--- src/rtl/core/ids_pkg.sv ---
// ids_pkg: shared types and constants for the iterative dominator-set solver
// used by ids_solver and iterative_dominator_sets; depends on nothing else

package ids_pkg;

  localparam int MASK_W    = 32;
  localparam int IDX_W     = 5;
  localparam int CNT_W     = 6;
  localparam int CNT_RESET = 32;

  // request kinds carried in s_tuser
  localparam logic REQ_LOAD  = 1'b0;
  localparam logic REQ_SOLVE = 1'b1;

  // one input item as seen by the solver
  typedef struct packed {
    logic              kind;
    logic [IDX_W-1:0]  node_index;
    logic [MASK_W-1:0] pred_mask;
  } ids_req_t;

  // one result item handed from the solver to the output register
  typedef struct packed {
    logic              valid;
    logic [IDX_W-1:0]  out_index;
    logic [MASK_W-1:0] dominator_mask;
    logic              is_reachable;
    logic              last;
  } ids_res_t;

endpackage

--- src/rtl/core/iterative_dominator_sets.sv ---
// iterative_dominator_sets: top level with config register and output register
// depends on ids_pkg and ids_solver
//
// A load item (s_tuser 0) writes one predecessor row. A solve item (s_tuser 1)
// runs entirely over the two single-port-read memories: a reachability pass
// reads the predecessor row of each non-entry block and repeats until no
// block is added, the dominator rows are seeded one row per block, each
// dominator pass only reads the predecessor row of an unreachable block and,
// for each reachable non-entry block, scans n rows through the dominator
// memory read port, repeated until a pass changes nothing, and readout reads
// one dominator row per result item, waiting while the output register is
// full. New items are not taken during a solve; after the last result is
// loaded into the output register, new items are accepted while it waits.

module iterative_dominator_sets #(
  parameter int MAX_BLOCKS = 32
) (
  input  logic        clk,
  input  logic        rst,
  input  logic        cfg_we,
  input  logic [5:0]  cfg_wdata,   // blocks_in_use
  input  logic        s_tvalid,
  output logic        s_tready,
  input  logic [39:0] s_tdata,     // node_index[4:0], pred_mask[36:5], zero pad
  input  logic        s_tuser,     // req_type
  output logic        m_tvalid,
  input  logic        m_tready,
  output logic [39:0] m_tdata,     // out_index[4:0], dominator_mask[36:5],
                                   // is_reachable[37], zero pad
  output logic        m_tlast      // last
);
  import ids_pkg::*;

  localparam int DEPTH = (MAX_BLOCKS < MASK_W) ? MAX_BLOCKS : MASK_W;

  logic [CNT_W-1:0] blocks_in_use;
  ids_req_t         req;
  ids_res_t         res;
  logic             out_free;

  // configuration register
  always_ff @(posedge clk) begin
    if (rst) begin
      blocks_in_use <= CNT_W'(CNT_RESET);
    end else if (cfg_we) begin
      blocks_in_use <= cfg_wdata;
    end
  end

  // unpack the input item
  assign req.kind       = s_tuser;
  assign req.node_index = s_tdata[4:0];
  assign req.pred_mask  = s_tdata[36:5];

  ids_solver #(
    .DEPTH (DEPTH)
  ) u_solver (
    .clk           (clk),
    .rst           (rst),
    .blocks_in_use (blocks_in_use),
    .req_valid     (s_tvalid),
    .req_ready     (s_tready),
    .req           (req),
    .out_free      (out_free),
    .res           (res)
  );

  // output register
  assign out_free = !m_tvalid || m_tready;

  always_ff @(posedge clk) begin
    if (rst) begin
      m_tvalid <= 1'b0;
    end else if (res.valid) begin
      m_tvalid <= 1'b1;
    end else if (m_tready) begin
      m_tvalid <= 1'b0;
    end
  end

  always_ff @(posedge clk) begin
    if (res.valid) begin
      m_tdata <= {2'b00, res.is_reachable, res.dominator_mask, res.out_index};
      m_tlast <= res.last;
    end
  end

endmodule

--- src/rtl/core/ids_solver.sv ---
// ids_solver: sequencer plus the predecessor and dominator memories
// depends on ids_pkg; instantiated by iterative_dominator_sets

module ids_solver #(
  parameter int DEPTH = 32
) (
  input  logic                   clk,
  input  logic                   rst,
  input  logic [ids_pkg::CNT_W-1:0] blocks_in_use,
  input  logic                   req_valid,
  output logic                   req_ready,
  input  ids_pkg::ids_req_t      req,
  input  logic                   out_free,
  output ids_pkg::ids_res_t      res
);
  import ids_pkg::*;

  localparam int AW = $clog2(DEPTH);

  localparam logic [3:0] ST_IDLE   = 4'd0;
  localparam logic [3:0] ST_R_RD   = 4'd1;
  localparam logic [3:0] ST_R_CHK  = 4'd2;
  localparam logic [3:0] ST_D_INIT = 4'd3;
  localparam logic [3:0] ST_D_PRD  = 4'd4;
  localparam logic [3:0] ST_D_PLAT = 4'd5;
  localparam logic [3:0] ST_D_SRD  = 4'd6;
  localparam logic [3:0] ST_D_SACC = 4'd7;
  localparam logic [3:0] ST_D_WR   = 4'd8;
  localparam logic [3:0] ST_O_RD   = 4'd9;
  localparam logic [3:0] ST_O_LD   = 4'd10;

  // memories
  logic [MASK_W-1:0] pred_mem [DEPTH];
  logic [MASK_W-1:0] dom_mem  [DEPTH];
  logic [MASK_W-1:0] pred_q;
  logic [MASK_W-1:0] dom_q;

  logic              pred_we;
  logic [AW-1:0]     pred_waddr;
  logic              pred_re;
  logic [AW-1:0]     pred_raddr;
  logic              dom_we;
  logic [AW-1:0]     dom_waddr;
  logic [MASK_W-1:0] dom_wdata;
  logic              dom_re;
  logic [AW-1:0]     dom_raddr;

  // sequencer state
  logic [3:0]        state;
  logic [AW-1:0]     blk;
  logic [AW-1:0]     pidx;
  logic [AW-1:0]     last_blk;
  logic [MASK_W-1:0] all_mask;
  logic [MASK_W-1:0] live;
  logic [MASK_W-1:0] preds;
  logic [MASK_W-1:0] acc;
  logic [MASK_W-1:0] old_row;
  logic              changed;

  logic              accept;
  logic [CNT_W-1:0]  n_sat;
  logic [MASK_W-1:0] blk_bit;
  logic [MASK_W-1:0] new_row;
  logic              upd_chg;
  logic              blk_live;
  logic              hit;

  assign req_ready = (state == ST_IDLE);
  assign accept    = req_valid && req_ready;
  assign blk_bit   = MASK_W'(1) << blk;
  assign blk_live  = live[blk];
  assign new_row   = acc | blk_bit;
  assign upd_chg   = (state == ST_D_WR) && (new_row != old_row);
  assign hit       = !blk_live && ((pred_q & live & all_mask) != '0);

  // saturate the block count into 1..DEPTH
  always_comb begin
    n_sat = blocks_in_use;
    if (n_sat == '0) n_sat = CNT_W'(1);
    if (32'(n_sat) > DEPTH) n_sat = CNT_W'(DEPTH);
  end

  // memory port controls
  always_comb begin
    pred_we    = accept && (req.kind == REQ_LOAD) && (32'(req.node_index) < DEPTH);
    pred_waddr = AW'(req.node_index);
    pred_re    = (state == ST_R_RD) || (state == ST_D_PRD);
    pred_raddr = blk;
    dom_we     = 1'b0;
    dom_waddr  = blk;
    dom_wdata  = new_row;
    dom_re     = 1'b0;
    dom_raddr  = blk;
    case (state)
      ST_D_INIT: begin
        dom_we    = 1'b1;
        if (blk == '0) dom_wdata = MASK_W'(1);
        else dom_wdata = blk_live ? all_mask : '0;
      end
      ST_D_WR: begin
        dom_we = upd_chg;
      end
      ST_D_SRD: begin
        dom_re    = 1'b1;
        dom_raddr = pidx;
      end
      ST_O_RD: begin
        dom_re = 1'b1;
      end
      default: begin
      end
    endcase
  end

  // predecessor memory
  always_ff @(posedge clk) begin
    if (pred_we) pred_mem[pred_waddr] <= req.pred_mask;
    if (pred_re) pred_q <= pred_mem[pred_raddr];
  end

  // dominator memory
  always_ff @(posedge clk) begin
    if (dom_we) dom_mem[dom_waddr] <= dom_wdata;
    if (dom_re) dom_q <= dom_mem[dom_raddr];
  end

  // result toward the output register
  always_comb begin
    res.valid          = (state == ST_O_LD) && out_free;
    res.out_index      = IDX_W'(blk);
    res.dominator_mask = blk_live ? dom_q : '0;
    res.is_reachable   = blk_live;
    res.last           = (blk == last_blk);
  end

  // sequencer
  always_ff @(posedge clk) begin
    if (rst) begin
      state   <= ST_IDLE;
      live    <= '0;
      changed <= 1'b0;
      blk     <= '0;
      pidx    <= '0;
    end else begin
      case (state)
        ST_IDLE: begin
          if (accept && (req.kind == REQ_SOLVE)) begin
            last_blk <= AW'(n_sat - CNT_W'(1));
            all_mask <= MASK_W'((33'd1 << n_sat) - 33'd1);
            live     <= MASK_W'(1);
            changed  <= 1'b0;
            if (n_sat == CNT_W'(1)) begin
              blk   <= '0;
              state <= ST_D_INIT;
            end else begin
              blk   <= AW'(1);
              state <= ST_R_RD;
            end
          end
        end
        // reachability sweep, repeated until a pass adds nothing
        ST_R_RD: begin
          state <= ST_R_CHK;
        end
        ST_R_CHK: begin
          if (hit) live <= live | blk_bit;
          if (blk == last_blk) begin
            changed <= 1'b0;
            if (changed || hit) begin
              blk   <= AW'(1);
              state <= ST_R_RD;
            end else begin
              blk   <= '0;
              state <= ST_D_INIT;
            end
          end else begin
            if (hit) changed <= 1'b1;
            blk   <= blk + AW'(1);
            state <= ST_R_RD;
          end
        end
        // seed the dominator rows
        ST_D_INIT: begin
          if (blk == last_blk) begin
            changed <= 1'b0;
            if (blk == '0) begin
              state <= ST_O_RD;
            end else begin
              blk   <= AW'(1);
              state <= ST_D_PRD;
            end
          end else begin
            blk <= blk + AW'(1);
          end
        end
        // per-block update: read predecessors, scan their rows, write back
        ST_D_PRD, ST_D_WR: begin
          if ((state == ST_D_PRD) && blk_live) begin
            state <= ST_D_PLAT;
          end else if (blk == last_blk) begin
            changed <= 1'b0;
            if (changed || upd_chg) begin
              blk   <= AW'(1);
              state <= ST_D_PRD;
            end else begin
              blk   <= '0;
              state <= ST_O_RD;
            end
          end else begin
            if (upd_chg) changed <= 1'b1;
            blk   <= blk + AW'(1);
            state <= ST_D_PRD;
          end
        end
        ST_D_PLAT: begin
          preds <= pred_q & live & all_mask;
          acc   <= all_mask;
          pidx  <= '0;
          state <= ST_D_SRD;
        end
        ST_D_SRD: begin
          state <= ST_D_SACC;
        end
        ST_D_SACC: begin
          if (preds[pidx]) acc <= acc & dom_q;
          if (pidx == blk) old_row <= dom_q;
          if (pidx == last_blk) begin
            state <= ST_D_WR;
          end else begin
            pidx  <= pidx + AW'(1);
            state <= ST_D_SRD;
          end
        end
        // result readout, one row per result item
        ST_O_RD: begin
          state <= ST_O_LD;
        end
        ST_O_LD: begin
          if (out_free) begin
            if (blk == last_blk) begin
              state <= ST_IDLE;
            end else begin
              blk   <= blk + AW'(1);
              state <= ST_O_RD;
            end
          end
        end
        default: begin
          state <= ST_IDLE;
        end
      endcase
    end
  end

endmodule
--- config.mk ---
export PLATFORM = sky130hd
export DESIGN_NAME = iterative_dominator_sets
export DESIGN_NICKNAME = d
export VERILOG_FILES = /design/src/rtl/core/ids_pkg.sv /design/src/rtl/core/iterative_dominator_sets.sv /design/src/rtl/core/ids_solver.sv
export SDC_FILE = /design/constraint.sdc
export NUM_CORES = 2
export LEC_CHECK = 0
export BUFFER_PORTS_ARGS = -buffer_cell sky130_fd_sc_hd__buf_2
export CAP_MARGIN = 20
export CORE_UTILIZATION = 50
export CTS_BUF_LIST = sky130_fd_sc_hd__clkbuf_8
export DETAILED_ROUTE_END_ITERATION = 8
export HOLD_SLACK_MARGIN = 0.02
export PLACE_DENSITY_LB_ADDON = 0.08
export SLEW_MARGIN = 20
export SYNTH_ARGS = -nofsm -noshare
export SYNTH_HDL_FRONTEND = slang
export SYNTH_SLANG_ARGS = --single-unit
--- constraint.sdc ---
create_clock -name clk -period 6.65 [get_ports clk]
set_input_delay 0.665 -clock clk [delete_from_list [all_inputs] [get_ports clk]]
set_output_delay 0.665 -clock clk [all_outputs]
set_load 0.02 [all_outputs]
# After elaboration in Yosys (flattened, before gate mapping)
# Memory sizes are Yosys's and may differ from the RTL's. A register that Yosys moved wholly into a read port is not among the register bits.
# Index checks and enable logic that the tools add are counted.
[op_classes]
addsub = 4
magnitude_cmp = 3
n_eq_ne = 26
n_shift = 2
n_mux = 58
n_bitwise = 7
reduce_logical = 33
[op_table]
columns = ["op", "count"]
rows = [
  ["$mux 32", 6],
  ["$pmux 32 s2", 2],
  ["$and 32x32->32", 3],
  ["$or 32x32->32", 2],
  ["$mux 5", 10],
  ["$pmux 4 s10", 1],
  ["$mux 4", 9],
  ["$ne 32x32->1", 1],
  ["$reduce_bool 32->1", 1],
  ["$shl 1x5->32 const A", 1],
  ["$shl 1x6->32 const A", 1],
  ["$sub 32x1->32 const B", 1],
  ["$pmux 5 s5", 1],
  ["$mux 1", 19],
  ["$eq 4x3->1 const B", 4],
  ["$eq 5x5->1", 3],
  ["$reduce_and 3->1", 5],
  ["$eq 4x4->1 const B", 3],
  ["$lt 5x6->1 const B", 2],
  ["$mux 6", 2],
  ["$reduce_and 6->1", 2],
  ["$add 5x1->5 const B", 2],
  ["$bmux 1 s5", 2],
  ["$ne 2x2->1 const B", 5],
  ["24 further kinds", 45],
]
[totals]
ff_bits = 226
ramBits = 2048
input_bits = 52
output_inout_bits = 43
elab_cells = 150
n_memories = 2
[mem_list]
columns = ["memory", "depth", "word_bits", "read_ports", "rd_ports_with_merged_regs", "wr", "line", "source"]
rows = [
  ["u_solver.dom_mem", 32, 32, 1, 1, 1, "ids_solver.sv:34", "logic [MASK_W-1:0] dom_mem [DEPTH];"],
  ["u_solver.pred_mem", 32, 32, 1, 1, 1, "ids_solver.sv:33", "logic [MASK_W-1:0] pred_mem [DEPTH];"],
]

# Longest topological paths before layout
[depth]
ltp_word = 9
depth_mapped = 17
mapped_depth_nobuf = 13

# Hierarchy
# Synthesis repeated with hierarchy kept, for this count alone.
[unflattened]
hier_cells = 5030
area_unflattened_um2 = 93876.3
[modules_own_cells]
columns = ["mod", "n_inst", "cells_each", "area_per_inst_um2", "seq_area_each_um2"]
rows = [
  ["ids_solver", 1, 4965, 92433.7, 68355.6],
  ["iterative_dominator_sets", 1, 65, 1442.6, 1311.3],
]

# Worst setup path before layout
# Ideal clock, no wire load.
[synth_timing]
kind = "reg2reg"
start = "register u_solver.pidx[0]"
end = "register u_solver.acc[0], enable pin"
setup_ns = 0.595
t_arrival_ns = 6.718
required_ns = 6.055
setup_slack_ns = -0.662
stages_incl_launch_ff = 7
n_path_buf = 2
period_less_slack_ns = 7.312
cell_sequence = "dfxtp_1 > clkbuf_1 > buf_1 > mux4_2 > mux4_2 > mux2i_1 > a2111oi_0"
[synth_between]
elab_chain_len = 4
[synth_rtl]
columns = ["element", "line", "source"]
rows = [
  ["from (decl)", "ids_solver.sv:51", "logic [AW-1:0] pidx;"],
  ["from (signal assigned)", "ids_solver.sv:230", "pidx <= pidx + AW'(1);"],
  ["$bmux 1 s5", "ids_solver.sv:225", "if (preds[pidx]) acc <= acc & dom_q;"],
  ["$mux 1 (implied by the code)", "ids_solver.sv:225", ""],
  ["$ne 2x1->1 (no source line)", "n/a", ""],
  ["$reduce_and 3->1 (no source line)", "n/a", ""],
  ["to (signal assigned)", "ids_solver.sv:217", "acc <= all_mask;"],
  ["to (signal assigned)", "ids_solver.sv:225", ""],
  ["to (decl)", "ids_solver.sv:56", "logic [MASK_W-1:0] acc;"],
]
# Every way passes these cells. The select of a mux whose other input is x is not followed.
# A chain may end at the register's enable or synchronous reset.

# Final worst setup path
[layout_timing]
start = "register u_solver.blk[1]"
end = "memory u_solver.dom_mem[17][26], enable pin"
[layout_between]
elab_chain_len = 7
[layout_rtl]
columns = ["element", "line", "source"]
rows = [
  ["from (decl)", "ids_solver.sv:50", "logic [AW-1:0] blk;"],
  ["from (signal assigned)", "ids_solver.sv:178", "blk <= blk + AW'(1);"],
  ["from (signal assigned)", "ids_solver.sv:193", "blk <= blk + AW'(1);"],
  ["from (signal assigned)", "ids_solver.sv:211", "blk <= blk + AW'(1);"],
  ["$shl 1x5->32", "ids_solver.sv:70", "assign blk_bit = MASK_W'(1) << blk;"],
  ["$or 32x32->32", "ids_solver.sv:72", "assign new_row = acc | blk_bit;"],
  ["$ne 32x32->1", "ids_solver.sv:73", "assign upd_chg = (state == ST_D_WR) && (new_row != old_row);"],
  ["$logic_and 1x1->1", "ids_solver.sv:73", ""],
  ["$pmux 1 s2", "ids_solver.sv:94", "case (state)"],
  ["$mux 1", "ids_solver.sv:123", "if (dom_we) dom_mem[dom_waddr] <= dom_wdata;"],
  ["$mux 1 (implied by the code)", "ids_solver.sv:123", ""],
  ["to (decl)", "ids_solver.sv:34", ""],
]
# Several ways; a longest one is shown, not always the timed one.

==> key figures <==
Outcome
  – Run status: finished, violations left
  – Failing checks: design-rule violations

Timing
  – Hold Vio Cnt, Final: 0
  – RSZ-0062 raised after global routing: no
  – Fin crit share: 0.7786
  – Setup TNS Final: 0 ps
  – Slew Limit Fails: 0
  – Setup Skew: 56.58 ps
  – Slew @ Worst Pin: 1122 ps
  – Finish-stage setup viols: 0
  – Setup ws final: 1472 ps
  – Min cycle time layout: 5178 ps
  – Slew margin rel.: 0.2501
  – Max Freq: 193.1 MHz

Clocking
  – Max clock buf depth: 4
  – Root buf cell: clkbuf_8
  – CTS tree: built
  – Post-CTS setup buffer count: 0
  – Clock buffer count from CTS: 392
  – CTS resizes: 0
  – Clock sink count: 2,338
  – Skew-Pair Late Insertion Delay: 1080 ps
  – Cts hold-fix bufs: 42
  – CTS H-Tree Depth: 5
  – Clock Pin Slew Worst Setup and Hold Paths: 60 ps

Worst setup path
  – Worst R2R End: u_solver.dom_mem[17][26]$_DFFE_PP_
  – Critical Path Fanout Max: 25
  – FF-to-FF path depth: 11
  – Reg-to-Reg Start: u_solver.blk[1]$_SDFFE_PP0P_
  – Flop-to-flop setup slack: 1470 ps
  – Worst setup EP type: flip-flop
  – CP Class: reg -> reg
  – Worst path required time: 7370 ps
  – Critical path launch point type: flip-flop
  – Worst path arrival time: 5900 ps
  – Worst setup path startpoint: u_solver.blk[1]$_SDFFE_PP0P_

GRT
  – Antenna violations before repair: 14
  – Largest net degree at the start of global routing: 119
  – Vias in the first global route: 47,270
  – All-Layer GR Usage: 0.2596
  – Grt ovf: 0
  – First-pass GRT wire length: 340.7 mm

Hold path
  – Worst hold path depth: 1
  – Worst hold path type: in -> reg
  – Hold worst-path end: u_solver.pred_mem[12][15]$_DFFE_PP_
  – Worst hold start: s_tdata[20]

Floorplan
  – FP Rows: 156
  – Ports: 95
  – Die height: 430.0 microns
  – Die area: 0.1849 sq mm
  – Core Box Area: 0.1813 sq mm
  – Initial Utilization: 0.5051
  – Die W: 430.0 microns

Routing
  – DRT Wirelength: 239.0 mm
  – Vias per cell: 6.138
  – Drt drc: 3
  – Final ANT Viol Nets: 0
  – Wirelength per Cell: 31.78 microns
  – Vias after detailed routing: 46,170
  – Iter 0 DRT Violations: 4,760
  – First-pass DRT Iterations: 9

Synthesis
  – Syn Area/Cell: 20.57 sq um
  – Yosys warns: 0
  – Top post-synthesis cells by area: edfxtp_1, mux4_2, mux2i_1
  – Seq cells post-synth: 2,338
  – Synth unique cells: 76
  – Synth top area share: 0.7488
  – Most frequent cell after synthesis: edfxtp_1
  – Primary FF master, synth: edfxtp_1
  – Synth cell count leaders: edfxtp_1, mux4_2, mux2i_1, nand2_1, nor2_1
  – Sequential area share after synthesis: 0.7606
  – Synth area leader: edfxtp_1
  – FFs w/ async S/R, synth: 0
  – Syn Std Cell Area: 0.09160 sq mm
  – Post-synth EDFFs: 2,284
  – Synthesized netlist cell count: 4,452

Placed design
  – Hpwl dp: 135.2 mm
  – IO buf count: 89
  – Pre-CTS WS: 1587 ps
  – Final GP Congestion: 0.8959

Cells and area
  – Filler Cell Count: 13,720
  – Reg area: 0.06968 sq mm
  – Layout cells sized above 1: 0.2695
  – Multi-input gate area: 0.02144 sq mm
  – Nets: 4,938
  – Syn-to-layout area delta: 12.48%

Power and ir drop
  – Worst VDD drop: 0.2350 mV
  – Power Total: 0.03189 W
  – PwrDens: 309.6 mW/mm^2
  – Leak Pwr: 34.27 nW

Run
  – Maxcap violations: 0
## critical path, stage by stage (launching register included)
cell      delay [ps]
dfxtp_4          510
ha_1             460
ha_1             500
and3b_1          300
or3b_2           150
nand4b_1         140
or4_4            560
nor4_4           570
o21a_2           630
buf_4            420
nor2b_4          180
buf_4            350
## logic make-up (layout without fill, tap and decap cells)
family          count (synthesis)  in the layout  synth area share
compound gates                360            360           0.02660
xor+xnor                       38             38          0.003633
fa+ha+maj                      13             13          0.001776
buf+inv                       277            966           0.01292
flops                        2338           2338            0.7606
mux                           787            787            0.1582
other cells                     1             12        0.00004094
simple gates                  638            638           0.03623
## registers in the layout, summed over array words and instances, names as in the netlist, 32 cells and up
signal and cells:
m_tdata 38, u_solver.acc 32, u_solver.all_mask 32, u_solver.dom_mem 1024, u_solver.dom_q 32, u_solver.live 32, u_solver.old_row 32, u_solver.pred_mem 1024
u_solver.pred_q 32, u_solver.preds 32
## per-layer routing
metal  vias up  track usage  part of all wire
met2      1712       0.4459              0.51
li1      19390            -                 -
met4         4      0.08290             0.030
met5         -            0           0.00013
met1     24660       0.3380              0.40
met3       399      0.04401             0.060
## cell type report
type | count | share of cell area
Antenna cell | 10 | 0.0002429
Clock buffer | 400 | 0.05343
Clock inverter | 263 | 0.01165
Inverter | 25 | 0.0009108
Multi-Input combinational cell | 1838 | 0.2081
Sequential cell | 2338 | 0.6763
Tap cell | 2370 | 0.02878
Timing Repair Buffer | 278 | 0.02060
## cell usage in the layout, fill, tap and decap left out, types with 20 or more instances in the layout
cell,synthesis,final
dfxtp_1,54,49
buf_2,37,89
clkinv_2,0,39
o21ai_0,68,58
nand2_1,175,171
inv_1,25,150
dlygate4sd3_1,0,42
xnor2_1,20,20
nand3_1,49,49
nor2_1,136,85
mux4_2,525,525
a31oi_1,30,30
and2_1,36,36
a22oi_1,123,123
buf_4,22,134
nor2_4,1,51
clkinv_1,0,86
edfxtp_1,2284,2284
and3_1,38,38
a21oi_1,47,47
clkbuf_8,0,400
nor3_1,27,20
mux2_2,38,38
nand4_1,37,37
mux2i_1,224,219
## power by group
group | internal [W] | switching (W) | leakage [nW] | total [W]
clock | 0.00572 | 0.00555 | 3.91 | 0.0113
sequential | 0.0164 | 0.000138 | 21.0 | 0.0165
combinational | 0.00195 | 0.00213 | 9.40 | 0.00408
total | 0.0241 | 0.00782 | 34.3 | 0.0319
## how the worst max path moves through the flow
stage	end	slack [ps]	cells after the start
5_1_grt	u_solver.dom_mem[20][16]$_DFFE_PP_	1310	11
2_1_floorplan	u_solver.dom_mem[23][0]$_DFFE_PP_	460	16
3_3_place_gp	u_solver.dom_mem[17][28]$_DFFE_PP_	1610	11
3_5_place_dp	u_solver.dom_mem[20][30]$_DFFE_PP_	1590	11
6_report	u_solver.dom_mem[17][26]$_DFFE_PP_	1470	11
4_1_cts	u_solver.dom_mem[20][16]$_DFFE_PP_	1540	11
## through the flow
step	instance area [sq um]	utilization	hold slack, ps	instances
after floorplan	91600	-	427.0	4453
after global placement	95810	0.5284	488.6	6805
after detailed placement	95830	0.5285	496.8	6806
after CTS	103000	0.5678	29.66	7511
after global routing	103000	0.5681	93.80	7517
final	103000	0.5682	122.8	7522
(Power assumes the default switching activity.)
